### src/memory_to_memory_instruction_core_assert.svh
// ----------------------------------------------------------------------------
// Assertion macros for the memory-to-memory instruction core.
// Define ASSERT_OFF to compile every check away.
// ----------------------------------------------------------------------------
`ifndef MEMORY_TO_MEMORY_INSTRUCTION_CORE_ASSERT_SVH
`define MEMORY_TO_MEMORY_INSTRUCTION_CORE_ASSERT_SVH
`ifndef ASSERT_OFF
// Same-cycle implication, disabled while reset is low.
`define MTM_ASSERT_IMPLY(lbl, clk, rstn, ante, cons, msg) \
  lbl: assert property (@(posedge clk) disable iff (!rstn) (ante) |-> (cons)) else $error(msg);
// Next-cycle implication, disabled while reset is low.
`define MTM_ASSERT_NEXT(lbl, clk, rstn, ante, cons, msg) \
  lbl: assert property (@(posedge clk) disable iff (!rstn) (ante) |=> (cons)) else $error(msg);
`else
`define MTM_ASSERT_IMPLY(lbl, clk, rstn, ante, cons, msg)
`define MTM_ASSERT_NEXT(lbl, clk, rstn, ante, cons, msg)
`endif
`endif

### src/mtm_pkg.sv
// ----------------------------------------------------------------------------
// mtm_pkg
// Types and constants shared by the memory-to-memory instruction core.
// ----------------------------------------------------------------------------
package mtm_pkg;

  localparam int unsigned MemDepth = 256;
  localparam int unsigned AddrW    = $clog2(MemDepth);
  localparam int unsigned DataW    = 32;
  localparam int unsigned ThirdW   = 8;

  typedef enum logic [1:0] {
    REQ_LOAD = 2'd0,
    REQ_STEP = 2'd1,
    REQ_READ = 2'd2,
    REQ_NONE = 2'd3
  } req_type_e;

  typedef enum logic [3:0] {
    OP_READ   = 4'd0,
    OP_WRITE  = 4'd1,
    OP_ASSIGN = 4'd2,
    OP_MOVE   = 4'd3,
    OP_LOAD   = 4'd4,
    OP_STORE  = 4'd5,
    OP_ADD    = 4'd6,
    OP_SUB    = 4'd7,
    OP_MULT   = 4'd8,
    OP_MOD    = 4'd9,
    OP_EQ     = 4'd10,
    OP_LESS   = 4'd11,
    OP_JUMP   = 4'd12,
    OP_JUMPIF = 4'd13,
    OP_TERM   = 4'd14,
    OP_DATA   = 4'd15
  } opcode_e;

  typedef enum logic [2:0] {
    ST_OK      = 3'd0,
    ST_TERM    = 3'd1,
    ST_UNSUP   = 3'd2,
    ST_MODZERO = 3'd3,
    ST_HALTED  = 3'd4
  } status_e;

  // Code part of one entry; the data word lives in a memory of its own.
  typedef struct packed {
    opcode_e             kind;
    logic [DataW-1:0]    second;
    logic [ThirdW-1:0]   third;
  } code_t;

  typedef struct packed {
    req_type_e           req_type;
    logic [AddrW-1:0]    entry_addr;
    opcode_e             entry_opcode;
    logic [DataW-1:0]    operand_first;
    logic [DataW-1:0]    operand_second;
    logic [ThirdW-1:0]   operand_third;
    logic [DataW-1:0]    input_value;
  } req_t;

  typedef struct packed {
    logic                out_valid;
    logic [DataW-1:0]    out_value;
    logic [DataW-1:0]    read_data;
    logic [AddrW-1:0]    prog_counter;
    status_e             status;
    logic                is_halted;
  } rsp_t;

  typedef struct packed {
    logic                code_we;
    logic                data_we;
    logic [AddrW-1:0]    waddr;
    code_t               code_wdata;
    logic [DataW-1:0]    data_wdata;
    logic [AddrW-1:0]    code_raddr;
    logic [AddrW-1:0]    data_raddr;
  } store_req_t;

  typedef struct packed {
    logic                start;
    logic [DataW-1:0]    dividend;
    logic [DataW-1:0]    divisor;
  } div_req_t;

  typedef struct packed {
    logic                done;
    logic [DataW-1:0]    remainder;
  } div_rsp_t;

endpackage

### src/mtm_ctrl.sv
// ----------------------------------------------------------------------------
// mtm_ctrl
// Sequencer: fetches the entry at the program counter, reads its operands
// from the data memory one per cycle, executes and writes the result back.
// ----------------------------------------------------------------------------
`include "memory_to_memory_instruction_core_assert.svh"

module mtm_ctrl import mtm_pkg::*; (
  input  logic             clk_i,
  input  logic             rst_ni,
  input  logic             req_valid_i,
  output logic             req_ready_o,
  input  req_t             req_i,
  output logic             res_valid_o,
  input  logic             res_ready_i,
  output rsp_t             res_o,
  output store_req_t       st_o,
  input  code_t            code_i,
  input  logic [DataW-1:0] data_i,
  output div_req_t         div_o,
  input  div_rsp_t         div_i
);

  typedef enum logic [2:0] {
    S_IDLE,
    S_RDATA,
    S_FETCH,
    S_OPA,
    S_EXEC,
    S_DIV,
    S_RESP
  } state_e;

  state_e            state_q, state_d;
  logic [AddrW-1:0]  pc_q, pc_d;
  logic              halt_q, halt_d;
  opcode_e           kind_q, kind_d;
  logic [AddrW-1:0]  f_q, f_d;
  logic [DataW-1:0]  s_q, s_d;
  logic [ThirdW-1:0] t_q, t_d;
  logic [DataW-1:0]  a_q, a_d;
  logic [DataW-1:0]  inval_q, inval_d;
  rsp_t              res_q, res_d;
  logic [AddrW-1:0]  next_pc;

  always_comb begin
    state_d = state_q;
    pc_d    = pc_q;
    halt_d  = halt_q;
    kind_d  = kind_q;
    f_d     = f_q;
    s_d     = s_q;
    t_d     = t_q;
    a_d     = a_q;
    inval_d = inval_q;
    res_d   = res_q;
    next_pc = pc_q + AddrW'(1);

    st_o            = '0;
    st_o.code_raddr = pc_q;
    st_o.data_raddr = pc_q;
    st_o.waddr      = f_q;

    div_o          = '0;
    div_o.dividend = a_q;
    div_o.divisor  = data_i;

    req_ready_o = 1'b0;
    res_valid_o = 1'b0;

    case (state_q)
      S_IDLE: begin
        req_ready_o = 1'b1;
        if (req_valid_i) begin
          res_d              = '0;
          res_d.status       = ST_OK;
          res_d.prog_counter = pc_q;
          res_d.is_halted    = halt_q;
          state_d            = S_RESP;
          case (req_i.req_type)
            REQ_LOAD: begin
              st_o.code_we           = 1'b1;
              st_o.data_we           = 1'b1;
              st_o.waddr             = req_i.entry_addr;
              st_o.code_wdata.kind   = req_i.entry_opcode;
              st_o.code_wdata.second = req_i.operand_second;
              st_o.code_wdata.third  = req_i.operand_third;
              st_o.data_wdata        = req_i.operand_first;
            end
            REQ_READ: begin
              st_o.data_raddr = req_i.entry_addr;
              state_d         = S_RDATA;
            end
            REQ_STEP: begin
              if (halt_q) begin
                res_d.status = ST_HALTED;
              end else begin
                inval_d = req_i.input_value;
                state_d = S_FETCH;
              end
            end
            default: begin
            end
          endcase
        end
      end

      S_RDATA: begin
        res_d.read_data = data_i;
        state_d         = S_RESP;
      end

      S_FETCH: begin
        kind_d          = code_i.kind;
        s_d             = code_i.second;
        t_d             = code_i.third;
        f_d             = data_i[AddrW-1:0];
        st_o.data_raddr = code_i.second[AddrW-1:0];
        state_d         = S_OPA;
      end

      S_OPA: begin
        // Second operand read: [[s]] for load, [f] for write and store, else [t].
        a_d = data_i;
        if (kind_q == OP_LOAD) begin
          st_o.data_raddr = data_i[AddrW-1:0];
        end else if (kind_q inside {OP_WRITE, OP_STORE}) begin
          st_o.data_raddr = f_q;
        end else begin
          st_o.data_raddr = t_q;
        end
        state_d = S_EXEC;
      end

      S_EXEC: begin
        res_d        = '0;
        res_d.status = ST_OK;
        state_d      = S_RESP;
        case (kind_q)
          OP_READ: begin
            st_o.data_we    = 1'b1;
            st_o.data_wdata = inval_q;
          end
          OP_WRITE: begin
            res_d.out_valid = 1'b1;
            res_d.out_value = data_i;
          end
          OP_ASSIGN: begin
            st_o.data_we    = 1'b1;
            st_o.data_wdata = s_q;
          end
          OP_MOVE: begin
            st_o.data_we    = 1'b1;
            st_o.data_wdata = a_q;
          end
          OP_LOAD: begin
            st_o.data_we    = 1'b1;
            st_o.data_wdata = data_i;
          end
          OP_STORE: begin
            st_o.data_we    = 1'b1;
            st_o.waddr      = a_q[AddrW-1:0];
            st_o.data_wdata = data_i;
          end
          OP_ADD: begin
            st_o.data_we    = 1'b1;
            st_o.data_wdata = a_q + data_i;
          end
          OP_SUB: begin
            st_o.data_we    = 1'b1;
            st_o.data_wdata = a_q - data_i;
          end
          OP_MULT: begin
            st_o.data_we    = 1'b1;
            st_o.data_wdata = a_q * data_i;
          end
          OP_MOD: begin
            if (data_i == '0) begin
              st_o.data_we    = 1'b1;
              st_o.data_wdata = '0;
              res_d.status    = ST_MODZERO;
            end else begin
              div_o.start = 1'b1;
              state_d     = S_DIV;
            end
          end
          OP_EQ: begin
            st_o.data_we    = 1'b1;
            st_o.data_wdata = {{(DataW-1){1'b0}}, a_q == data_i};
          end
          OP_LESS: begin
            st_o.data_we    = 1'b1;
            st_o.data_wdata = {{(DataW-1){1'b0}}, $signed(a_q) < $signed(data_i)};
          end
          OP_JUMP: begin
            next_pc = f_q;
          end
          OP_JUMPIF: begin
            if (a_q != '0) begin
              next_pc = f_q;
            end
          end
          OP_TERM: begin
            res_d.status = ST_TERM;
            halt_d       = 1'b1;
            next_pc      = pc_q;
          end
          default: begin
            // A plain data entry reached as code stops the machine.
            res_d.status = ST_UNSUP;
            halt_d       = 1'b1;
            next_pc      = pc_q;
          end
        endcase
        pc_d               = next_pc;
        res_d.prog_counter = next_pc;
        res_d.is_halted    = halt_d;
      end

      S_DIV: begin
        if (div_i.done) begin
          st_o.data_we    = 1'b1;
          st_o.data_wdata = div_i.remainder;
          state_d         = S_RESP;
        end
      end

      S_RESP: begin
        res_valid_o = 1'b1;
        if (res_ready_i) begin
          state_d = S_IDLE;
        end
      end

      default: begin
        state_d = S_IDLE;
      end
    endcase
  end

  always_ff @(posedge clk_i or negedge rst_ni) begin
    if (!rst_ni) begin
      state_q <= S_IDLE;
      pc_q    <= '0;
      halt_q  <= 1'b0;
      kind_q  <= OP_DATA;
      f_q     <= '0;
      s_q     <= '0;
      t_q     <= '0;
      a_q     <= '0;
      inval_q <= '0;
      res_q   <= '0;
    end else begin
      state_q <= state_d;
      pc_q    <= pc_d;
      halt_q  <= halt_d;
      kind_q  <= kind_d;
      f_q     <= f_d;
      s_q     <= s_d;
      t_q     <= t_d;
      a_q     <= a_d;
      inval_q <= inval_d;
      res_q   <= res_d;
    end
  end

  assign res_o = res_q;

  `MTM_ASSERT_NEXT(a_halt_sticky, clk_i, rst_ni, halt_q, halt_q, "halt cleared without reset")
  `MTM_ASSERT_IMPLY(a_div_from_exec, clk_i, rst_ni, div_o.start, state_q == S_EXEC, "divider started outside execute")
  `MTM_ASSERT_IMPLY(a_pc_at_exec, clk_i, rst_ni, pc_q != $past(pc_q), $past(state_q) == S_EXEC, "pc moved outside execute")
  `MTM_ASSERT_IMPLY(a_code_wr_load, clk_i, rst_ni, st_o.code_we, state_q == S_IDLE && req_valid_i && req_i.req_type == REQ_LOAD, "code write without load transfer")

endmodule

### config.mk
export PLATFORM = sky130hd
export DESIGN_NAME = mtm_ctrl
export DESIGN_NICKNAME = d
export VERILOG_FILES = /design/src/mtm_pkg.sv /design/src/mtm_ctrl.sv
export VERILOG_INCLUDE_DIRS = /design/src /design/src/src
export SDC_FILE = /design/constraint.sdc
export NUM_CORES = 2
export LEC_CHECK = 0
export BUFFER_PORTS_ARGS = -buffer_cell sky130_fd_sc_hd__clkbuf_2
export CORE_ASPECT_RATIO = 0.6
export CORE_MARGIN = 2
export CORE_UTILIZATION = 44
export DETAILED_ROUTE_END_ITERATION = 16
export PLACE_DENSITY = 0.72
export SYNTH_ARGS = -nofsm -noshare
export SYNTH_HDL_FRONTEND = slang
export SYNTH_SLANG_ARGS = --single-unit
### constraint.sdc
create_clock -name clk_i -period 24.8 [get_ports clk_i]
set_input_delay 3.72 -clock clk_i [delete_from_list [all_inputs] [get_ports clk_i]]
set_output_delay 3.72 -clock clk_i [all_outputs]
set_load 0.03 [all_outputs]
Yosys cells after proc, flatten, opt, wreduce, memory -nomap -nowiden:

Index checks and enable logic that the tools add are counted.

* word-level logic and storage cells: 107
* register bits: 205
* output and inout bits: 246

* magnitude comparators: 1
* $mul: 1
* equal/unequal tests: 26
* reductions and logical operators: 17
* add/subtract/negate cells: 3
* bitwise operators: 1
* mux-type cells: 43

Operators with widths (number)
* $pmux W32 S9: 1
* $pmux W32 S3: 2
* $mux W86: 2
* $mux W77: 1
* $pmux W33 S2: 1
* $mux W8: 6
* $pmux W8 S3: 2
* $mux W44: 1
* $mux W33: 1
* $add A32 B32 Y32: 1
* $eq A32 B32 Y1: 1
* $logic_not A32 Y1: 1
* $lt A32 B32 Y1: 1
* $mul A32 B32 Y32: 1
* $mux W32: 1
* $reduce_bool A32 Y1: 1
* $sub A32 B32 Y32: 1
* $eq A4 B4 Y1 const B: 7
* $pmux W12 S2: 1
* $pmux W3 S7: 1
* $mux W3: 6
* $eq A4 B3 Y1 const B: 4
* $pmux W8 S2: 1
* $reduce_or A14 Y1: 1
* other kinds (28): 46

Longest topological paths before layout:

* depth after elaboration: 5
* gate-level depth with buffers: 28

Worst setup path after synthesis:

Ideal clock, no wire load.

* path type: input -> output
* start: input data_i[8]
* end: output st_o[47] in the netlist's numbering
* data arrival time: 10866 ps
* stages on the path: 22
* data required time: 21080 ps
* setup slack: 10214 ps
* path buffers: 2
* path through: clkbuf_1 clkbuf_1 nand2_1 fa_1 fa_1 fa_1 fa_1 inv_1 fa_1 fa_1 fa_1 fa_1 ha_1 o21a_1 o22a_1 or3_1 a41oi_1 nor3_1 a2111oi_2 xnor2_1 a21oi_1 a32oi_1

RTL lines
* from (decl): line mtm_ctrl.sv:19 `input logic [DataW-1:0] data_i,`
* to (decl): line mtm_ctrl.sv:17 `output store_req_t st_o,`

==> impl_metrics.prom <==
# TYPE chip_impl_metric gauge
chip_impl_metric{name="drc",unit=""} 0
chip_impl_metric{name="final_setup_violations",unit=""} 0
chip_impl_info{name="whs_endpoint",value="s_q[1]"} 1
chip_impl_info{name="r2r-start",value="a_q[8]"} 1
chip_impl_info{name="regToRegEndpoint",value="res_o[6]"} 1
chip_impl_info{name="synth_flop_cell",value="sky130_fd_sc_hd__dfrtp_1"} 1
chip_impl_info{name="crit_top_cell",value="sky130_fd_sc_hd__fa_1"} 1
chip_impl_metric{name="detailedRoute.firstIterationViolations",unit=""} 3835
chip_impl_metric{name="drive_gt1_frac",unit=""} 0.1759
chip_impl_info{name="commonest_non_fill_non_tap_cell_in_the_layout",value="sky130_fd_sc_hd__clkbuf_2"} 1
chip_impl_info{name="cts_tree",value="yes"} 1
chip_impl_metric{name="synth_cell_types",unit=""} 84
chip_impl_info{name="timing.hold.worst.start",value="s_q[1]"} 1
chip_impl_metric{name="io-pin-count",unit=""} 477
chip_impl_metric{name="timing.setup.tns",unit="ps"} 0
chip_impl_metric{name="number_of_buffers_and_inverters_on_the_critical_path",unit=""} 4
chip_impl_info{name="root_buffer",value="sky130_fd_sc_hd__clkbuf_16"} 1
chip_impl_metric{name="synth_async_sr_flop_share",unit=""} 1.000
chip_impl_metric{name="post-route-cell-area",unit="mm2"} 0.03336
chip_impl_metric{name="overflow",unit=""} 0
chip_impl_metric{name="fmax",unit="MHz"} 62.95
chip_impl_metric{name="synth_area_per_cell",unit="um2"} 8.780
chip_impl_metric{name="gpl_congestion",unit=""} 1.025
chip_impl_metric{name="die_area",unit="mm2"} 0.06979
chip_impl_metric{name="post-route-period-util",unit=""} 0.6406
chip_impl_info{name="status",value="finished clean"} 1
chip_impl_metric{name="tightestPinTransition",unit="ps"} 1301
chip_impl_metric{name="die_y",unit="um"} 205.4
chip_impl_metric{name="clock_tree.htree_level_count",unit=""} 1
chip_impl_info{name="hold_path.class",value="reg -> reg"} 1
chip_impl_metric{name="cts_setup_buffers",unit=""} 0
chip_impl_metric{name="cts_hold_buffers",unit=""} 0
chip_impl_metric{name="row_count",unit=""} 73
chip_impl_info{name="critical_path_cell_by_cell",value="clkbuf_2 -> and2_1 -> fa_1 -> inv_1 -> fa_1 -> fa_1 -> fa_1 -> inv_1 -> ha_1 -> ha_1 -> fa_1 -> fa_1 -> ha_1 -> a21oi_1 -> o21ai_0 -> a21boi_0 -> o31ai_2 -> a41oi_1 -> nor3_1 -> a2111oi_2 -> xnor2_1 -> a21oi_1 -> a32oi_1 -> clkbuf_2"} 1
chip_impl_metric{name="warning_count_from_the_yosys_run",unit=""} 0
chip_impl_metric{name="synth_seq_cells",unit=""} 205
chip_impl_info{name="critical_path.startpoint_type",value="input pin"} 1
chip_impl_metric{name="antenna_found_initial",unit=""} 6
chip_impl_metric{name="relSlewSlack",unit=""} 0.1329
chip_impl_metric{name="post-dp-hpwl",unit="mm"} 87.39
chip_impl_metric{name="post_syn_instances",unit=""} 3389
chip_impl_metric{name="routed_wire_length_per_instance",unit="um"} 25.54
chip_impl_metric{name="clkTransAtPathRegs",unit="ps"} 80
chip_impl_metric{name="io_buffer_count",unit=""} 476
chip_impl_metric{name="cts_num_sinks",unit=""} 205
chip_impl_metric{name="finalWorstSetupSlack",unit="ps"} 8913
chip_impl_metric{name="synthToLayoutAreaGrowth",unit="%"} 12.10
chip_impl_metric{name="initial_utilization",unit=""} 0.4469
chip_impl_metric{name="synth_edf_count",unit=""} 0
chip_impl_metric{name="routed_wl",unit="mm"} 117.5
chip_impl_metric{name="crit_path_max_fanout",unit=""} 35
chip_impl_metric{name="maximum_number_of_pins_on_one_net_before_global_route_repair",unit=""} 82
chip_impl_metric{name="grt_pass1_wl",unit="mm"} 175.8
chip_impl_metric{name="worst-r2r-setup-slack",unit="ps"} 21040
chip_impl_metric{name="maxCapViolCount",unit=""} 0
chip_impl_metric{name="drt-pass1-iter-count",unit=""} 9
chip_impl_metric{name="via_count",unit=""} 27860
chip_impl_info{name="final_cell_mix",value="475 x sky130_fd_sc_hd__clkbuf_2, 455 x sky130_fd_sc_hd__nand2_1, 449 x sky130_fd_sc_hd__inv_1, 410 x sky130_fd_sc_hd__fa_1, 325 x sky130_fd_sc_hd__and2_1"} 1
chip_impl_info{name="crit_path_kind",value="in -> out"} 1
chip_impl_metric{name="fp.dieW",unit="um"} 339.7
chip_impl_metric{name="crit_required",unit="ps"} 21080
chip_impl_metric{name="seq_area_frac_synth",unit=""} 0.1726
chip_impl_metric{name="detail_route.vias_per_cell",unit=""} 6.053
chip_impl_metric{name="period_minus_slack",unit="ps"} 15890
chip_impl_metric{name="synth.cell_area",unit="mm2"} 0.02975
chip_impl_metric{name="worstSkewPairLatency",unit="ps"} 550
chip_impl_metric{name="net_count_after_synthesis",unit=""} 4217
chip_impl_metric{name="dpl-instance-area",unit="mm2"} 0.03266
chip_impl_metric{name="grt_usage",unit=""} 0.3364
chip_impl_metric{name="hold-path-cell-count",unit=""} 2
chip_impl_metric{name="postCtsResizedCells",unit=""} 0
chip_impl_metric{name="worst_path_largest_cell_delay",unit="ps"} 670
chip_impl_info{name="worst_setup_path_end_kind",value="output port"} 1
chip_impl_metric{name="final_number_of_max_transition_violations",unit=""} 0
chip_impl_metric{name="hold_viol_final",unit=""} 0
chip_impl_metric{name="worst_r2r_path_depth",unit=""} 8
chip_impl_metric{name="timing.clock.skew",unit="ps"} 19.37
chip_impl_info{name="worst_path_max_delay_cell",value="sky130_fd_sc_hd__clkbuf_2"} 1
chip_impl_metric{name="cts_made_buffers",unit=""} 20
chip_impl_metric{name="finish.net_count",unit=""} 4514
chip_impl_metric{name="place_ws",unit="ps"} 9157
chip_impl_metric{name="core_region_area",unit="mm2"} 0.06659
chip_impl_metric{name="cts_max_path_buffers",unit=""} 3
chip_impl_metric{name="worst_ep_arrival_time",unit="ps"} 12170
chip_impl_metric{name="first_global_vias",unit=""} 26950
chip_impl_info{name="crit_family",value="adder cells"} 1
chip_impl_info{name="unrepaired_setup_endpoints_after_global_routing",value="no"} 1
chip_impl_metric{name="drt.antenna.violating_nets",unit=""} 0
logic make-up (layout without fill, tap and decap cells):
kind of cell	after synthesis	count (layout)	synth area share
xor gates and xnor gates	91	91	0.02679
buffers and inverters	711	1022	0.09482
other	0	2	0
DFF	205	205	0.1726
muxes	45	45	0.01686
AOI/OAI and AO/OA	652	652	0.1540
and+or+nand+nor	1088	1088	0.1805
adders and majority gates	597	597	0.3545
cell usage after synthesis, types with 11 or more instances:
library cell | number | area, um2
sky130_fd_sc_hd__nand2_1 | 455 | 1708
sky130_fd_sc_hd__inv_1 | 449 | 1685
sky130_fd_sc_hd__fa_1 | 410 | 8208
sky130_fd_sc_hd__and2_1 | 325 | 2033
sky130_fd_sc_hd__clkbuf_1 | 204 | 765.7
sky130_fd_sc_hd__dfrtp_1 | 201 | 5030
sky130_fd_sc_hd__ha_1 | 187 | 2340
sky130_fd_sc_hd__o21ai_0 | 147 | 735.7
sky130_fd_sc_hd__a21oi_1 | 109 | 545.5
sky130_fd_sc_hd__nor2_1 | 106 | 397.9
sky130_fd_sc_hd__a22o_1 | 86 | 753.2
sky130_fd_sc_hd__xnor2_1 | 73 | 639.4
sky130_fd_sc_hd__a22oi_1 | 60 | 450.4
sky130_fd_sc_hd__mux2_2 | 41 | 461.7
sky130_fd_sc_hd__nor3_1 | 37 | 185.2
sky130_fd_sc_hd__buf_4 | 33 | 247.7
sky130_fd_sc_hd__nand3_1 | 30 | 150.1
sky130_fd_sc_hd__nand2b_1 | 28 | 175.2
sky130_fd_sc_hd__a221o_1 | 27 | 270.3
sky130_fd_sc_hd__a21o_1 | 24 | 180.2
sky130_fd_sc_hd__a221oi_1 | 24 | 210.2
sky130_fd_sc_hd__nor4_1 | 24 | 150.1
sky130_fd_sc_hd__o211ai_1 | 23 | 172.7
sky130_fd_sc_hd__a31oi_1 | 20 | 125.1
sky130_fd_sc_hd__nand4_1 | 18 | 112.6
sky130_fd_sc_hd__xor2_1 | 18 | 157.7
sky130_fd_sc_hd__o21bai_1 | 17 | 127.6
sky130_fd_sc_hd__a211oi_1 | 14 | 105.1
sky130_fd_sc_hd__nor2b_1 | 14 | 87.58
sky130_fd_sc_hd__o221ai_1 | 14 | 122.6
sky130_fd_sc_hd__and3_1 | 11 | 68.82
sky130_fd_sc_hd__buf_1 | 11 | 41.29
sky130_fd_sc_hd__or3_1 | 11 | 68.82
tightest hold or removal path, delay by kind of cell, from the launching register on:
kind | cells | cell delay, ps
and+or+nand+nor | 2 | 110
DFF | 1 | 350
worst max path at each step:
| stage | start | to | cells past startpoint |
|---|---|---|---|
| 6_report | data_i[4] | st_o[47] | 24 |
| 5_1_grt | data_i[2] | st_o[47] | 24 |
| 4_1_cts | data_i[4] | st_o[47] | 24 |
| 3_5_place_dp | data_i[4] | st_o[47] | 24 |
| 3_3_place_gp | data_i[4] | st_o[47] | 26 |
| 2_1_floorplan | data_i[8] | st_o[47] | 22 |
layer usage:
layer | up-vias | GRT usage | routed length (um)
met5 | - | 0 | 39
li1 | 11650 | - | -
met1 | 13870 | 0.5010 | 49380
met3 | 267 | 0.1086 | 17480
met4 | 6 | 0.08233 | 3573
met2 | 2069 | 0.4676 | 47050
cell type report:
type	count	area, um2
fill	6291	33230
tap	900	1126
timing repair buffer	536	2843
clock inverter	14	150.1
sequential	205	5135
clock buffer	22	539.3
antenna	2	5.005
inverter	450	1689
multi-input combinational	2473	21870
sequential cells by signal, indices dropped and copies added, names as in the netlist:
name / cells
res_o: 77
a_q: 32
inval_q: 32
s_q: 32
f_q: 8
pc_q: 8
t_q: 8
kind_q: 4
state_q: 3
halt_q: 1
stage by stage:
stage | utilization | cells | hold slack (ps)
3_5_place_dp | 0.4905 | 4564 | 460.8
3_3_place_gp | 0.4905 | 4564 | 462.8
2_1_floorplan | - | 3389 | 439.3
5_1_grt | 0.5009 | 4600 | 491.7
4_1_cts | 0.5009 | 4600 | 482.3
6_report | 0.5009 | 4602 | 486.2
Power is not shown: default switching activity piles up to over one toggle a cycle in this logic, so the estimate is an artifact.
