### config.mk
export PLATFORM = sky130hd
export DESIGN_NAME = mtm_divider
export DESIGN_NICKNAME = d
export VERILOG_FILES = /design/src/memory_to_memory_instruction_core_assert.svh /design/src/mtm_pkg.sv /design/src/mtm_divider.sv
export SDC_FILE = /design/constraint.sdc
export NUM_CORES = 1
export LEC_CHECK = 0
export BUFFER_PORTS_ARGS = -buffer_cell sky130_fd_sc_hd__buf_2
export CORE_MARGIN = 1
export CORE_UTILIZATION = 60
export DETAILED_ROUTE_END_ITERATION = 16
export HOLD_SLACK_MARGIN = 0.1
export PLACE_DENSITY = 0.91
export SYNTH_ARGS = -nofsm -noshare
export SYNTH_HDL_FRONTEND = slang
export SYNTH_SLANG_ARGS = --single-unit
export TNS_END_PERCENT = 30
### constraint.sdc
create_clock -name clk_i -period 3.5 [get_ports clk_i]
set_input_delay 0.525 -clock clk_i [delete_from_list [all_inputs] [get_ports clk_i]]
set_output_delay 0.525 -clock clk_i [all_outputs]
set_load 0.05 [all_outputs]
### src/memory_to_memory_instruction_core_assert.svh
// ----------------------------------------------------------------------------
// Assertion macros for the memory-to-memory instruction core.
// Define ASSERT_OFF to compile every check away.
// ----------------------------------------------------------------------------
`ifndef MEMORY_TO_MEMORY_INSTRUCTION_CORE_ASSERT_SVH
`define MEMORY_TO_MEMORY_INSTRUCTION_CORE_ASSERT_SVH
`ifndef ASSERT_OFF
// Same-cycle implication, disabled while reset is low.
`define MTM_ASSERT_IMPLY(lbl, clk, rstn, ante, cons, msg) \
  lbl: assert property (@(posedge clk) disable iff (!rstn) (ante) |-> (cons)) else $error(msg);
// Next-cycle implication, disabled while reset is low.
`define MTM_ASSERT_NEXT(lbl, clk, rstn, ante, cons, msg) \
  lbl: assert property (@(posedge clk) disable iff (!rstn) (ante) |=> (cons)) else $error(msg);
`else
`define MTM_ASSERT_IMPLY(lbl, clk, rstn, ante, cons, msg)
`define MTM_ASSERT_NEXT(lbl, clk, rstn, ante, cons, msg)
`endif
`endif

### src/mtm_pkg.sv
// ----------------------------------------------------------------------------
// mtm_pkg
// Types and constants shared by the memory-to-memory instruction core.
// ----------------------------------------------------------------------------
package mtm_pkg;

  localparam int unsigned MemDepth = 256;
  localparam int unsigned AddrW    = $clog2(MemDepth);
  localparam int unsigned DataW    = 32;
  localparam int unsigned ThirdW   = 8;

  typedef enum logic [1:0] {
    REQ_LOAD = 2'd0,
    REQ_STEP = 2'd1,
    REQ_READ = 2'd2,
    REQ_NONE = 2'd3
  } req_type_e;

  typedef enum logic [3:0] {
    OP_READ   = 4'd0,
    OP_WRITE  = 4'd1,
    OP_ASSIGN = 4'd2,
    OP_MOVE   = 4'd3,
    OP_LOAD   = 4'd4,
    OP_STORE  = 4'd5,
    OP_ADD    = 4'd6,
    OP_SUB    = 4'd7,
    OP_MULT   = 4'd8,
    OP_MOD    = 4'd9,
    OP_EQ     = 4'd10,
    OP_LESS   = 4'd11,
    OP_JUMP   = 4'd12,
    OP_JUMPIF = 4'd13,
    OP_TERM   = 4'd14,
    OP_DATA   = 4'd15
  } opcode_e;

  typedef enum logic [2:0] {
    ST_OK      = 3'd0,
    ST_TERM    = 3'd1,
    ST_UNSUP   = 3'd2,
    ST_MODZERO = 3'd3,
    ST_HALTED  = 3'd4
  } status_e;

  // Code part of one entry; the data word lives in a memory of its own.
  typedef struct packed {
    opcode_e             kind;
    logic [DataW-1:0]    second;
    logic [ThirdW-1:0]   third;
  } code_t;

  typedef struct packed {
    req_type_e           req_type;
    logic [AddrW-1:0]    entry_addr;
    opcode_e             entry_opcode;
    logic [DataW-1:0]    operand_first;
    logic [DataW-1:0]    operand_second;
    logic [ThirdW-1:0]   operand_third;
    logic [DataW-1:0]    input_value;
  } req_t;

  typedef struct packed {
    logic                out_valid;
    logic [DataW-1:0]    out_value;
    logic [DataW-1:0]    read_data;
    logic [AddrW-1:0]    prog_counter;
    status_e             status;
    logic                is_halted;
  } rsp_t;

  typedef struct packed {
    logic                code_we;
    logic                data_we;
    logic [AddrW-1:0]    waddr;
    code_t               code_wdata;
    logic [DataW-1:0]    data_wdata;
    logic [AddrW-1:0]    code_raddr;
    logic [AddrW-1:0]    data_raddr;
  } store_req_t;

  typedef struct packed {
    logic                start;
    logic [DataW-1:0]    dividend;
    logic [DataW-1:0]    divisor;
  } div_req_t;

  typedef struct packed {
    logic                done;
    logic [DataW-1:0]    remainder;
  } div_rsp_t;

endpackage

### src/mtm_divider.sv
// ----------------------------------------------------------------------------
// mtm_divider
// Iterative signed remainder, one restoring step per cycle on magnitudes.
// The remainder takes the sign of the dividend.
// ----------------------------------------------------------------------------
module mtm_divider import mtm_pkg::*; (
  input  logic     clk_i,
  input  logic     rst_ni,
  input  div_req_t req_i,
  output div_rsp_t rsp_o
);

  localparam int unsigned CntW = $clog2(DataW);

  logic             busy_q;
  logic             done_q;
  logic [CntW-1:0]  cnt_q;
  logic [DataW-1:0] rem_q;
  logic [DataW-1:0] quo_q;
  logic [DataW-1:0] dvs_q;
  logic             neg_q;

  logic [DataW:0]   shifted;
  logic [DataW:0]   diff;
  logic [DataW-1:0] rem_next;

  always_comb begin
    shifted  = {rem_q, quo_q[DataW-1]};
    diff     = shifted - {1'b0, dvs_q};
    rem_next = diff[DataW] ? shifted[DataW-1:0] : diff[DataW-1:0];
  end

  always_ff @(posedge clk_i or negedge rst_ni) begin
    if (!rst_ni) begin
      busy_q <= 1'b0;
      done_q <= 1'b0;
      cnt_q  <= '0;
    end else begin
      done_q <= 1'b0;
      if (req_i.start) begin
        busy_q <= 1'b1;
        cnt_q  <= '0;
      end else if (busy_q) begin
        cnt_q <= cnt_q + CntW'(1);
        if (cnt_q == CntW'(DataW - 1)) begin
          busy_q <= 1'b0;
          done_q <= 1'b1;
        end
      end
    end
  end

  always_ff @(posedge clk_i) begin
    if (req_i.start) begin
      neg_q <= req_i.dividend[DataW-1];
      quo_q <= req_i.dividend[DataW-1] ? -req_i.dividend : req_i.dividend;
      dvs_q <= req_i.divisor[DataW-1] ? -req_i.divisor : req_i.divisor;
      rem_q <= '0;
    end else if (busy_q) begin
      rem_q <= rem_next;
      quo_q <= {quo_q[DataW-2:0], 1'b0};
    end
  end

  assign rsp_o.done      = done_q;
  assign rsp_o.remainder = neg_q ? -rem_q : rem_q;

endmodule

# After elaboration in Yosys (flattened, before gate mapping)
# Cells that the tools add are included.
[totals] ff_bits=104 latchBits=0 mem_bits_rw=0 mem_bits_ro=0 input_bits=67 output_inout_bits=33 word_cells=29 n_memories=0
[op_classes] add_sub_neg=5 n_mul=0 div_mod_pow=0 order_cmp=0 eq_ne=1 shifts=0 mux=14 bitwise=0 n_reduce_logical=1
[ops] operator="32-bit two-way mux" n=5
[ops] operator="32-bit negator" n=3
[ops] operator="33-bit by 32-bit subtractor with 33-bit output" n=1
[ops] operator="31-bit two-way mux" n=1
[ops] operator="5-bit two-way mux" n=2
[ops] operator="1-bit two-way mux" n=6
[ops] operator="5-bit by 1-bit adder with 5-bit output, second input constant" n=1
[ops] operator="5-bit == test, second input constant" n=1
[ops] operator="2-bit nonzero test" n=1

# Longest topological paths before layout
# Gate-level depths: netlist of the first run.
[logic_depth] word_depth=4 mapped_depth=13

# Worst setup path after synthesis of the first run
# OpenSTA, ideal clock, no wires.
[synth_timing] kind="in2reg" start="input req_i[1] in the netlist's numbering" end="register dvs_q[29], data pin" setup_time_ns=0.260 t_arrival_ns=3.103 slack_ns=0.137 path_stages=8 path_buffers=0 path_cell_list="or4_1 -> or4_4 -> or3_4 -> nand2b_4 -> or3_4 -> or4_4 -> o31ai_2 -> xnor2_1"
[synth_via] elab_chain_len=2
[synth_rtl] item="start: declaration" line="mtm_divider.sv:9" rtl="input div_req_t req_i,"
[synth_rtl] item="32-bit negator" line="mtm_divider.sv:57" rtl="dvs_q <= req_i.divisor[DataW-1] ? -req_i.divisor : req_i.divisor;"
[synth_rtl] item="31-bit two-way mux" line="mtm_divider.sv:57"
[synth_rtl] item="end signal: assignment" line="mtm_divider.sv:57"
[synth_rtl] item="end: declaration" line="mtm_divider.sv:20" rtl="logic [DataW-1:0] dvs_q;"
# Every way passes these cells.
# A chain may end at the register's enable or synchronous reset.

==> results of run 1 <==
## cell type report
type	count	area (µm²)	area share, %
multi-input combinational	740	4918	53.74
sequential	104	2769	30.25
timing repair buffer	132	778.2	8.503
clock buffer	12	246.5	2.693
tap	172	215.2	2.351
inverter	52	195.2	2.133
clock inverter	4	30.03	0.3281
## report_power, final
group / leakage (nW) / switching, mW / internal (mW) / total (mW)
clock network: 0.138 / 0.468 / 0.507 / 0.975
registers: 0.999 / 0.0356 / 1.41 / 1.44
logic: 2.76 / 0.501 / 0.275 / 0.776
## state kept, by name (all words and copies together), names as in the netlist
register and cells:
dvs_q 32, cnt_q 5, neg_q 1, quo_q 32, busy_q 1, rem_q 32
done_q 1
## synthesized netlist by cell type, types with 3 or more instances
master,n
nor2_1,103
a21oi_1,70
a31oi_1,6
nand2b_1,19
a311oi_1,20
o211ai_1,12
clkbuf_1,50
dfxtp_1,32
o31ai_1,22
nor2b_1,3
mux2i_1,4
nand4_1,9
or2_2,5
o21bai_1,3
xor2_1,42
nor4_1,11
o41ai_1,14
and3_1,11
a21o_1,11
dfrtp_1,7
o311ai_0,4
o21a_1,5
a211o_1,3
o311a_1,7
nor3_1,5
or3_1,13
xnor2_1,72
and4_1,3
or4_1,13
inv_1,52
buf_1,3
a211oi_1,6
nand2_1,56
ha_1,37
o21ai_0,82
edfxtp_1,65
nand3_1,33
## per-stage QoR
| stage | hold WS (ns) | TNS, ns |
|---|---|---|
| floorplan | 0.2294 | 0 |
| global placement | 0.3653 | -0.04227 |
| detailed placement | 0.3718 | -0.1630 |
| CTS | 0.4652 | 0 |
| global route | 0.4696 | 0 |
| finish | 0.4722 | 0 |
## final timing paths
kind	slack (ns)	to	start
setup / recovery	0.08	rsp_o[28]	rem_q[12]
hold / removal	0.47	dvs_q[27]	req_i[27]
setup reg to reg	0.19	rem_q[10]	quo_q[31]
hold reg to reg	0.54	cnt_q[4]	cnt_q[4]
max in group asynchronous	2.80	busy_q	rst_ni
min in group asynchronous	0.53	cnt_q[3]	rst_ni
## cells by family after synthesis
logic type      after synthesis  synth area share (%)
simple gates                297                 18.32
mux                           5                0.6380
fa+ha+maj                    38                 6.007
compound gates              286                 23.11
xor+xnor                    114                 12.42
flops                       104                 34.42
buf+inv                     107                 5.089
## critical path: cells and delay by family (launching register included)
kind | cells | cell delay (ns)
DFF | 1 | 0.39
and+or+nand+nor | 4 | 1.43
AOI/OAI and AO/OA | 1 | 0.28
xor gates and xnor gates | 1 | 0.15
buffers and inverters | 1 | 0.28
## per-layer routing
layer  part of all wire (%)  wire length [µm]  GRT usage (%)
met4                    2.8               544          10.34
met1                     44              8703          39.12
met5                      0                 0              0
met3                    7.8              1537          3.973
met2                     45              8829          44.38
## repair_timing
item,in CTS,in global routing
setup endpoints to repair,6,7
pin swaps,1,1
gates resized for setup,4,6
hold buffers,1,0
endpoints found under the hold margin,7,0
==> summary.txt, run 1 <==
Cells and area
  – Layout net count: 1144
  – Antenna Cells: 0
  – Non-Filler Instances: 1216
  – Commonest non-fill, non-tap cell in the layout: nor2_1
  – Post-Layout Inst Area: 9153 µm²
  – Synthesis-to-layout area growth: 13.83%
  – Fillers: 1021
  – Final design utilization: 71.37%
  – Share of cells above drive strength 1: between 15 and 20%
  – Commonest non-fill, non-tap cells in the layout: 103 x nor2_1, 96 x buf_2, 82 x o21ai_0, 72 x xnor2_1, 69 x a21oi_1

STA
  – Setup-failing EPs final: 0
  – Hold Vio Cnt, Final: 0
  – Slew @ Worst Pin: 0.9340 ns
  – Unrepaired setup endpoints after global routing: no
  – Tmin final: 3.417 ns
  – Fmax: around 0.29 GHz
  – Max-slew violations: 0
  – Worst Skew: 0.01011 ns
  – Slew headroom: 37.73%
  – Tcrit/Tclk final: 97.62%
  – Final setup margin: 0.08340 ns

Worst setup path
  – Startpoint Class: flip-flop
  – Kind of critical path: flip-flop to output pin
  – CP cell instances: or4_4 > nor4_4 > nand4_1 > or3_1 > o31ai_1 > xnor2_1 > buf_2
  – Slowest stage delay, CP: 0.55 ns
  – Critical path arrival: 2.89 ns
  – Crit path max-delay cell type: or4_4
  – Maximum fanout along the worst path: 6
  – R2r worst-path depth: 13
  – Required @ worst endpoint: 2.97 ns
  – Worst setup EP type: output pin

Clocking
  – H-tree depth: 3
  – CTS tree: built
  – Clk root buf: clkbuf_16
  – Worst-Skew Late Latency: about 0.35 ns
  – Clock transition at path regs: 0.07 ns
  – CTS Buf Count: 9
  – Clock sinks: 104
  – Maximum clock path buffer count: 2
  – Postcts setup bufs: 0

Min path
  – Hold depth: 2
  – Hold crit path type: input port to flip-flop

Routing
  – Routed Antenna Nets: 0
  – Via Count: 7450
  – Total Wirelength: ~20000 µm
  – Wire per inst: 16.13 µm
  – Starting DRT DRC Count: 854
  – Drt drc: 0
  – Drt pass-1 iters: 6
  – Vias per std cell: 6.127

Floorplan
  – Num ports: 100
  – Starting Density: 62.69%
  – Die width: 117.8 µm
  – Die height: 117.8 µm
  – Num rows: 41
  – Die ar.: between 10000 and 15000 µm²
  – Core area: around 13000 µm²

Place
  – Placed Area: 8811 µm²
  – RD Place Congestion: between 0.9 and 1
  – Post-detail-place hpwl: 14510 µm
  – Pre-CTS WS: -0.1008 ns
  – # port buffers: 99
  – Placed cell count: 1199

Power
  – VDD IR max: 0.0002421 V
  – Overall power: between 3 and 4 mW
  – Total leakage power: 3.894 nW
  – P per Cell Area: 349.1 nW/µm²

Global routing
  – Largest net degree at the start of global routing: 42
  – First-pass GRT wire length: ~32000 µm
  – Overflow after GRT: 0
  – All-layer global routing usage: approximately 28%
  – Initial antenna violation count: 0
  – Vias in the first global route: 6734

Synth
  – Area contributors post-synth: edfxtp_1 24%, dfxtp_1 8.0%, xnor2_1 7.8%
  – Synth Flop Type: edfxtp_1
  – Asr flop ratio synth: 6.731%
  – Mapped Nets: 1056
  – EDFF count, synth: 65
  – Number of synthesized register bits: 104
  – YS warnings: 0
  – Area of the mapped netlist: between 8000 and 9000 µm²
  – Distinct cell type count after synthesis: 66
  – Post-synthesis sequential area ratio: ~34%
  – Top cell type's share of synthesized area: 24.28%
  – Syn_area_per_cell: roughly 8.5 µm²
  – Largest area contributor in the netlist: edfxtp_1
  – Gate Count Post-Synth: 951

Flow run
  – Max-Cap Viols: 0

Outcome
  – Status: complete, no violations
Power figures use the tool's default switching activity.
==> run 2: changes to the inputs <==
--- a/config.mk
+++ b/config.mk
@@ -5,12 +5,13 @@
 export SDC_FILE = /design/constraint.sdc
 export NUM_CORES = 1
 export LEC_CHECK = 0
+export ABC_AREA = 1
 export BUFFER_PORTS_ARGS = -buffer_cell sky130_fd_sc_hd__buf_2
 export CORE_MARGIN = 1
-export CORE_UTILIZATION = 60
+export CORE_UTILIZATION = 61
 export DETAILED_ROUTE_END_ITERATION = 16
 export HOLD_SLACK_MARGIN = 0.1
-export PLACE_DENSITY = 0.91
+export PLACE_DENSITY_LB_ADDON = 0.25
 export SYNTH_ARGS = -nofsm -noshare
 export SYNTH_HDL_FRONTEND = slang
 export SYNTH_SLANG_ARGS = --single-unit
==> run 2 against run 1 <==
Sequential share of layout area shrank 3.0 points. Non-clock buffer count is 25 lower. Sequential power hardly changed. First-iteration DRC count increased by 0.23%. Wire length is 26% higher. Core utilization is 2.1 points lower. Cell count rose by 42%. Largest cell class unchanged.
==> summary.txt, run 2 <==
Global routing
  – Met1 usage: 45.61% (+6.5 points)
  – Initial antenna violation count: 0 (unchanged)
  – All-layer global routing usage: 32.31% (+4.2 points)
  – Largest net degree at the start of global routing: 43 (+2.4%)
  – Overflow after GRT: 0 (unchanged)
  – Global-route track usage on met2: 51.42% (+7.0 points)
  – Grt peak-use layer: met2
  – Grt met3 use: 4.467% (+0.49 points)
  – Vias in the first global route: 8366 (+24%)
  – First-pass GRT wire length: 40130 µm (+26%)

Clocking
  – Cts hold-fix bufs: 1 (unchanged)
  – Maximum clock path buffer count: 2 (unchanged)
  – Clock sinks: 104 (unchanged)
  – CTS Buf Count: 9 (unchanged)
  – H-tree depth: 3 (unchanged)
  – CTS tree: built
  – Worst-Skew Late Latency: 0.36 ns (about the same)
  – Clock transition at path regs: 0.07 ns (about the same)
  – Postcts setup bufs: 0 (unchanged)
  – # resized after CTS: 0 (-4)
  – Clk root buf: clkbuf_16

Synth
  – Top cells by count, synth: 493 x nand2_1, 268 x inv_1, 118 x nor2_1
  – Post-synthesis sequential area ratio: 30.09% (-4.3 points)
  – Number of synthesized register bits: 104 (unchanged)
  – Asr flop ratio synth: 6.731% (unchanged)
  – Syn_area_per_cell: 6.370 µm² (-25%)
  – Top cell type's share of synthesized area: 21.22% (-3.1 points)
  – Mapped Nets: 1549 (+47%)
  – Most frequent cell after synthesis: nand2_1
  – Largest area contributor in the netlist: edfxtp_1
  – Area contributors post-synth: edfxtp_1 21%, nand2_1 20%, inv_1 11%
  – Area of the mapped netlist: 9199 µm² (+14%)
  – Distinct cell type count after synthesis: 42 (-36%)
  – YS warnings: 0 (unchanged)
  – Synth Flop Type: edfxtp_1
  – Gate Count Post-Synth: 1444 (+52%)
  – EDFF count, synth: 65 (unchanged)

Worst setup path
  – Crit path max-delay cell type: a21oi_1
  – Worst setup EP type: output pin
  – Critical Path Source: rem_q[0]
  – Flop-to-flop setup slack: 0.76 ns (+0.57 ns)
  – Critical path destination: rsp_o[22]
  – CP cell instances: inv_1 > ha_1 > inv_1 > nor2_1 > nand3_1 > o21ai_1 > nand2_1 > a21oi_1 > xor2_1 > buf_2
  – Kind of critical path: flip-flop to output pin
  – Most common cell on crit path: inv_1
  – Maximum fanout along the worst path: 4 (-2)
  – WP buf/inv: 3 (+2)
  – Crit. path cell count: 10 (+3)
  – Critical path arrival: 2.77 ns (-0.12 ns)
  – Required @ worst endpoint: 2.97 ns (about the same)
  – Reg2reg end: rem_q[12]
  – Reg-to-reg startpoint: dvs_q[0]
  – R2r worst-path depth: 16 (+3)
  – Slowest stage delay, CP: 0.39 ns (-0.16 ns)
  – Crit-path leading delay family: compound AO/OA/AOI/OAI gates
  – Startpoint Class: flip-flop

Cells and area
  – Fillers: 1331 (+30%)
  – Largest regs: dvs_q x32, quo_q x32, rem_q x32
  – Non-Filler Instances: 1721 (+42%)
  – Commonest non-fill, non-tap cells in the layout: 493 x nand2_1, 268 x inv_1, 116 x nor2_1, 99 x buf_2, 92 x nand3_1
  – Commonest non-fill, non-tap cell in the layout: nand2_1
  – Layout net count: 1637 (+43%)
  – Share of cells above drive strength 1: 10.15% (-5.7 points)
  – Antenna Cells: 0 (unchanged)
  – Synthesis-to-layout area growth: 10.26%

STA
  – Setup tns final: 0 ns (unchanged)
  – Slew @ Worst Pin: 0.8821 ns (-0.05191 ns)
  – Slew headroom: 41.06% (+3.3 points)
  – Final setup margin: 0.2097 ns (+0.1263 ns)
  – Unrepaired setup endpoints after global routing: no
  – Fmax: 0.3039 GHz (+3.8%)
  – Hold Vio Cnt, Final: 0 (unchanged)
  – Tmin final: 3.290 ns (-0.1263 ns)
  – Worst Skew: 0.007090 ns (-0.003021 ns)
  – Max-slew violations: 0 (unchanged)
  – Tcrit/Tclk final: 94.01% (-3.6 points)
  – Setup-failing EPs final: 0 (unchanged)
  – Worst Hold Slack: 0.3979 ns (-0.07430 ns)

Floorplan
  – Starting Density: 62.82% (+0.12 points)
  – Die width: 124.8 µm (+6.0%)
  – Num rows: 44 (+7.3%)
  – Num ports: 100 (unchanged)
  – Die ar.: 15580 µm² (+12%)
  – Core area: 14640 µm² (+14%)
  – Die height: 124.8 µm (+6.0%)

Place
  – Pre-CTS WS: 0.6308 ns (+0.7316 ns)
  – # port buffers: 99 (unchanged)
  – Placed cell count: 1704 (+42%)
  – Post-detail-place hpwl: 19550 µm (+35%)
  – RD Place Congestion: 0.9777 (+3.2%)

Routing
  – Via Count: 9284 (+25%)
  – Drt pass-1 iters: 6 (unchanged)
  – Vias per std cell: 5.395 (-12%)
  – Drt drc: 0 (unchanged)
  – Routed Antenna Nets: 0 (unchanged)
  – Starting DRT DRC Count: 856 (+0.23%)
  – Total Wirelength: 24640 µm (+26%)
  – Wire per inst: 14.32 µm (-11%)

Power
  – P per Cell Area: 353.9 nW/µm² (+1.4%)
  – VDD IR max: 0.0002428 V (+0.29%)
  – Total leakage power: 5.642 nW (+45%)

Min path
  – Hold Crit Start: req_i[0]
  – Hold crit path type: input port to flip-flop

Outcome
  – Status: complete, no violations

Flow run
  – Max-Cap Viols: 0 (unchanged)
[run 2: changes by cell type after synthesis, moves of 34 or more]
| cell | before | now |
|---|---|---|
| o21ai_0 | 82 | 48 |
| nand3_1 | 33 | 92 |
| a21oi_1 | 70 | 32 |
| inv_1 | 52 | 268 |
| xnor2_1 | 72 | 23 |
| nand2_1 | 56 | 493 |
[run 2: cell type report]
type                            instances  area [µm²]  area share [%]
Tap cell                              184       230.2           2.270
Timing Repair Buffer                  107       558.0           5.502
Multi-Input combinational cell       1038        5260           51.86
Clock buffer                           11       242.7           2.393
Clock inverter                          5       62.56          0.6168
Inverter                              272        1021           10.07
Sequential cell                       104        2768           27.29
[run 2: where the power goes]
group | total [mW] | leakage, nW | switching, mW | internal [mW]
Sequential | 1.45 | 1.02 | 0.0402 | 1.41
Clock | 1.05 | 0.148 | 0.465 | 0.581
Combinational | 1.10 | 4.48 | 0.789 | 0.306
[run 2: per-layer routing]
layer	wire length (µm)	vias to the layer above
met4	406	0
li1	-	4665
met5	0	-
met1	11290	4205
met2	10940	388
met3	1996	26
[run 2: how the worst min path moves through the flow]
stage	end	slack (ns)	cells after the start
final	dvs_q[0]	0.40	1
after global routing	dvs_q[0]	0.40	1
after global placement	done_q	0.36	1
after detailed placement	done_q	0.36	1
after CTS	dvs_q[0]	0.38	1
after floorplan	busy_q	0.23	0
[run 2: cell families after synthesis]
family / after synthesis / share of synthesized area [%]
buffers and inverters: 302 / 12.84
AO/OA/AOI/OAI: 108 / 6.366
flip-flops: 104 / 30.09
XOR/XNOR: 90 / 8.569
AND/OR/NAND/NOR: 802 / 36.89
adder cells (fa/ha/maj): 38 / 5.250
[run 2: per-stage QoR]
| stage | util, % | cell area [µm²] | power [mW] |
|---|---|---|---|
| after global placement | 67.11 | 9827 | 2.536 |
| final | 69.26 | 10140 | 3.589 |
| after CTS | 69.26 | 10140 | 3.589 |
| after global routing | 69.26 | 10140 | 3.736 |
| after floorplan | - | 9199 | 2.241 |
| after detailed placement | 67.11 | 9827 | 2.547 |
[run 2: worst reg2reg max path: stages, from the launching register on]
cell and delay (ns):
edfxtp_1 0.38, ha_1 0.22, fa_1 0.47, inv_1 0.11, nand2_1 0.05, nand2_1 0.10
nand3_1 0.09, nand2_1 0.13, nand2_1 0.08, nand2_2 0.10, nand2_4 0.09, nand2_4 0.08
nand2_2 0.06, nand2_4 0.31, nand2_1 0.16, nand3_1 0.13, nand2_1 0.07
==> run 3: changes to the inputs <==
--- a/config.mk
+++ b/config.mk
@@ -12,6 +12,7 @@
 export DETAILED_ROUTE_END_ITERATION = 16
 export HOLD_SLACK_MARGIN = 0.1
 export PLACE_DENSITY_LB_ADDON = 0.25
+export RECOVER_POWER = 25
 export SYNTH_ARGS = -nofsm -noshare
 export SYNTH_HDL_FRONTEND = slang
 export SYNTH_SLANG_ARGS = --single-unit
==> run 3 against run 2 <==
The run now ends with max-capacitance violations, max-slew violations left. Worst setup slack improved by 0.0026 ns. Die area stayed put. Largest cell class unchanged. Via count about the same. Non-clock buffer count unchanged. Critical endpoint unchanged. Highest routed layer unchanged. Worst hold slack better by 0.041 ns. Maximum frequency is essentially flat. Register-to-register slack hardly changed. Largest power group unchanged. Global-route usage is the same. Cell count unchanged. Clock power about the same. First-iteration DRC count decreased by 0.70%. Count of clock-buffer cells in the layout unchanged.
==> summary.txt, run 3 (same netlist as run 2, synthesis figures left out) <==
Outcome
  – Status: complete, but fails checks
  – Failing checks: max-capacitance violations, max-slew violations

Clocking
  – Clock transition at path regs: 0.07 ns (about the same)
  – Maximum clock path buffer count: 2 (unchanged)
  – Postcts setup bufs: 0 (unchanged)
  – Worst-Skew Late Latency: 0.36 ns (about the same)
  – CTS Buf Count: 9 (unchanged)
  – H-tree depth: 3 (unchanged)
  – Clk root buf: clkbuf_16
  – CTS tree: built
  – Clock sinks: 104 (unchanged)

STA
  – Worst Hold Slack: 0.4391 ns (+0.04117 ns)
  – Max-slew violations: 36 (+36)
  – Slew @ Worst Pin: 1.783 ns (+0.9008 ns)
  – Fmax: 0.3042 GHz (about the same)
  – Setup-failing EPs final: 0 (unchanged)
  – Unrepaired setup endpoints after global routing: no
  – Slew headroom: -18.86% (-60 points)
  – Worst Skew: 0.007003 ns (-0.00008677 ns)
  – Final setup margin: 0.2123 ns (+0.002578 ns)
  – Setup tns final: 0 ns (unchanged)
  – Tmin final: 3.288 ns (-0.002578 ns)
  – Tcrit/Tclk final: 93.94% (about the same)
  – Hold Vio Cnt, Final: 0 (unchanged)

Power
  – P per Cell Area: 354.2 nW/µm² (about the same)
  – Overall power: 3.589 mW (about the same)
  – Total leakage power: 5.628 nW (-0.26%)
  – VDD IR max: 0.0002428 V (about the same)

Worst setup path
  – Slowest stage delay, CP: 0.39 ns (about the same)
  – Most common cell on crit path: inv_1
  – Required @ worst endpoint: 2.97 ns (about the same)
  – Reg2reg end: rem_q[12]
  – Startpoint Class: flip-flop
  – Worst setup EP type: output pin
  – Flop-to-flop setup slack: 0.76 ns (about the same)
  – Crit path max-delay cell type: a21oi_1
  – Critical path arrival: 2.76 ns (about the same)
  – Kind of critical path: flip-flop to output pin
  – R2r worst-path depth: 16 (unchanged)
  – Maximum fanout along the worst path: 4 (unchanged)
  – CP cell instances: inv_1 > ha_1 > inv_1 > nor2_1 > nand3_1 > o21ai_1 > nand2_1 > a21oi_1 > xor2_1 > buf_2
  – Reg-to-reg startpoint: dvs_q[0]

Global routing
  – Overflow after GRT: 0 (unchanged)
  – Largest net degree at the start of global routing: 43 (unchanged)
  – First-pass GRT wire length: 40130 µm (unchanged)
  – Initial antenna violation count: 0 (unchanged)
  – All-layer global routing usage: 32.31% (unchanged)
  – Vias in the first global route: 8366 (unchanged)

Place
  – # port buffers: 99 (unchanged)
  – Post-detail-place hpwl: 19550 µm (unchanged)
  – Placed cell count: 1704 (unchanged)
  – Placed Area: 9827 µm² (unchanged)
  – RD Place Congestion: 0.9777 (unchanged)
  – Pre-CTS WS: 0.6308 ns (unchanged)

Cells and area
  – Largest regs: dvs_q x32, quo_q x32, rem_q x32
  – Antenna Cells: 0 (unchanged)
  – Synthesis-to-layout area growth: 10.16% (about the same)
  – Layout net count: 1637 (unchanged)
  – Multi-input logic area: 5260 µm² (unchanged)
  – Commonest non-fill, non-tap cells in the layout: 493 x nand2_1, 268 x inv_1, 116 x nor2_1, 95 x buf_2, 92 x nand3_1
  – Register area: 2768 µm² (unchanged)
  – Commonest non-fill, non-tap cell in the layout: nand2_1
  – Post-Layout Inst Area: 10130 µm² (about the same)
  – Fillers: 1333 (+0.15%)
  – Non-Filler Instances: 1721 (unchanged)
  – Share of cells above drive strength 1: 9.824% (-0.33 points)
  – Final design utilization: 69.20% (about the same)

Floorplan
  – Num ports: 100 (unchanged)
  – Die ar.: 15580 µm² (unchanged)
  – Num rows: 44 (unchanged)
  – Die height: 124.8 µm (unchanged)
  – Die width: 124.8 µm (unchanged)
  – Core area: 14640 µm² (unchanged)
  – Starting Density: 62.82% (unchanged)

Routing
  – Drt drc: 0 (unchanged)
  – Drt pass-1 iters: 6 (unchanged)
  – Starting DRT DRC Count: 850 (-0.70%)
  – Wire per inst: 14.32 µm (unchanged)
  – Vias per std cell: 5.392 (about the same)
  – Total Wirelength: 24640 µm (unchanged)
  – Routed Antenna Nets: 0 (unchanged)
  – Via Count: 9280 (-0.043%)

Min path
  – Hold Crit Start: req_i[32]
  – Hold depth: 3 (+2)
  – Hold Path Sink: quo_q[0]
  – Hold crit path type: input port to flip-flop

Flow run
  – Max-Cap Viols: 1 (+1)
==> run 3: changes by cell type in the layout (fill, tap and decap cells not counted), sizes merged <==
cell	previous run	this run
buf	106	101
clkbuf	11	16
==> run 3: where the power goes <==
group	internal (mW)	switching, mW	total, mW
combinational	0.305	0.789	1.09
sequential	1.41	0.0401	1.45
clock	0.581	0.465	1.05
total	2.30	1.29	3.59
==> run 3: area by class of cell <==
| type | count | share of cell area (%) |
|---|---|---|
| Multi-Input combinational cell | 1038 | 51.91 |
| Sequential cell | 104 | 27.31 |
| Inverter | 272 | 10.08 |
| Timing Repair Buffer | 107 | 5.420 |
| Clock buffer | 11 | 2.395 |
| Tap cell | 184 | 2.272 |
| Clock inverter | 5 | 0.6174 |
==> run 3: worst max-delay path, delay by kind of cell (launching register included) <==
family	cells	cell delay (ns)
buffers and inverters	3	0.53
and+or+nand+nor	3	0.43
AOI/OAI and AO/OA	2	0.63
xor gates and xnor gates	1	0.27
adders and majority gates	1	0.19
DFF	1	0.35
==> run 3: repair_timing <==
| action | CTS | global route |
|---|---|---|
| hold buffers | 1 | 0 |
| hold endpoints to repair | 7 | 0 |
| gates resized for setup | 0 | 0 |
==> run 3: how the worst max path moves through the flow <==
stage                        start   endpoint  slack, ns  depth (start not counted)
after global routing      rem_q[0]  rsp_o[30]       0.09                         11
final                     rem_q[0]  rsp_o[22]       0.21                         10
after detailed placement  rem_q[0]  rsp_o[22]       0.63                         10
after CTS                 rem_q[0]  rsp_o[22]       0.24                         10
after floorplan           rem_q[0]  rsp_o[26]       0.72                         10
after global placement    rem_q[2]  rsp_o[21]       0.66                          9
==> run 3: layer usage <==
layer	wire length [µm]	vias up	part of all wire [%]	global-route usage, %
met5	0	-	0	0
met4	423	0	1.7	9.441
met3	2042	30	8.3	4.467
met2	10940	399	44	51.42
met1	11230	4184	46	45.61
li1	-	4667	-	-
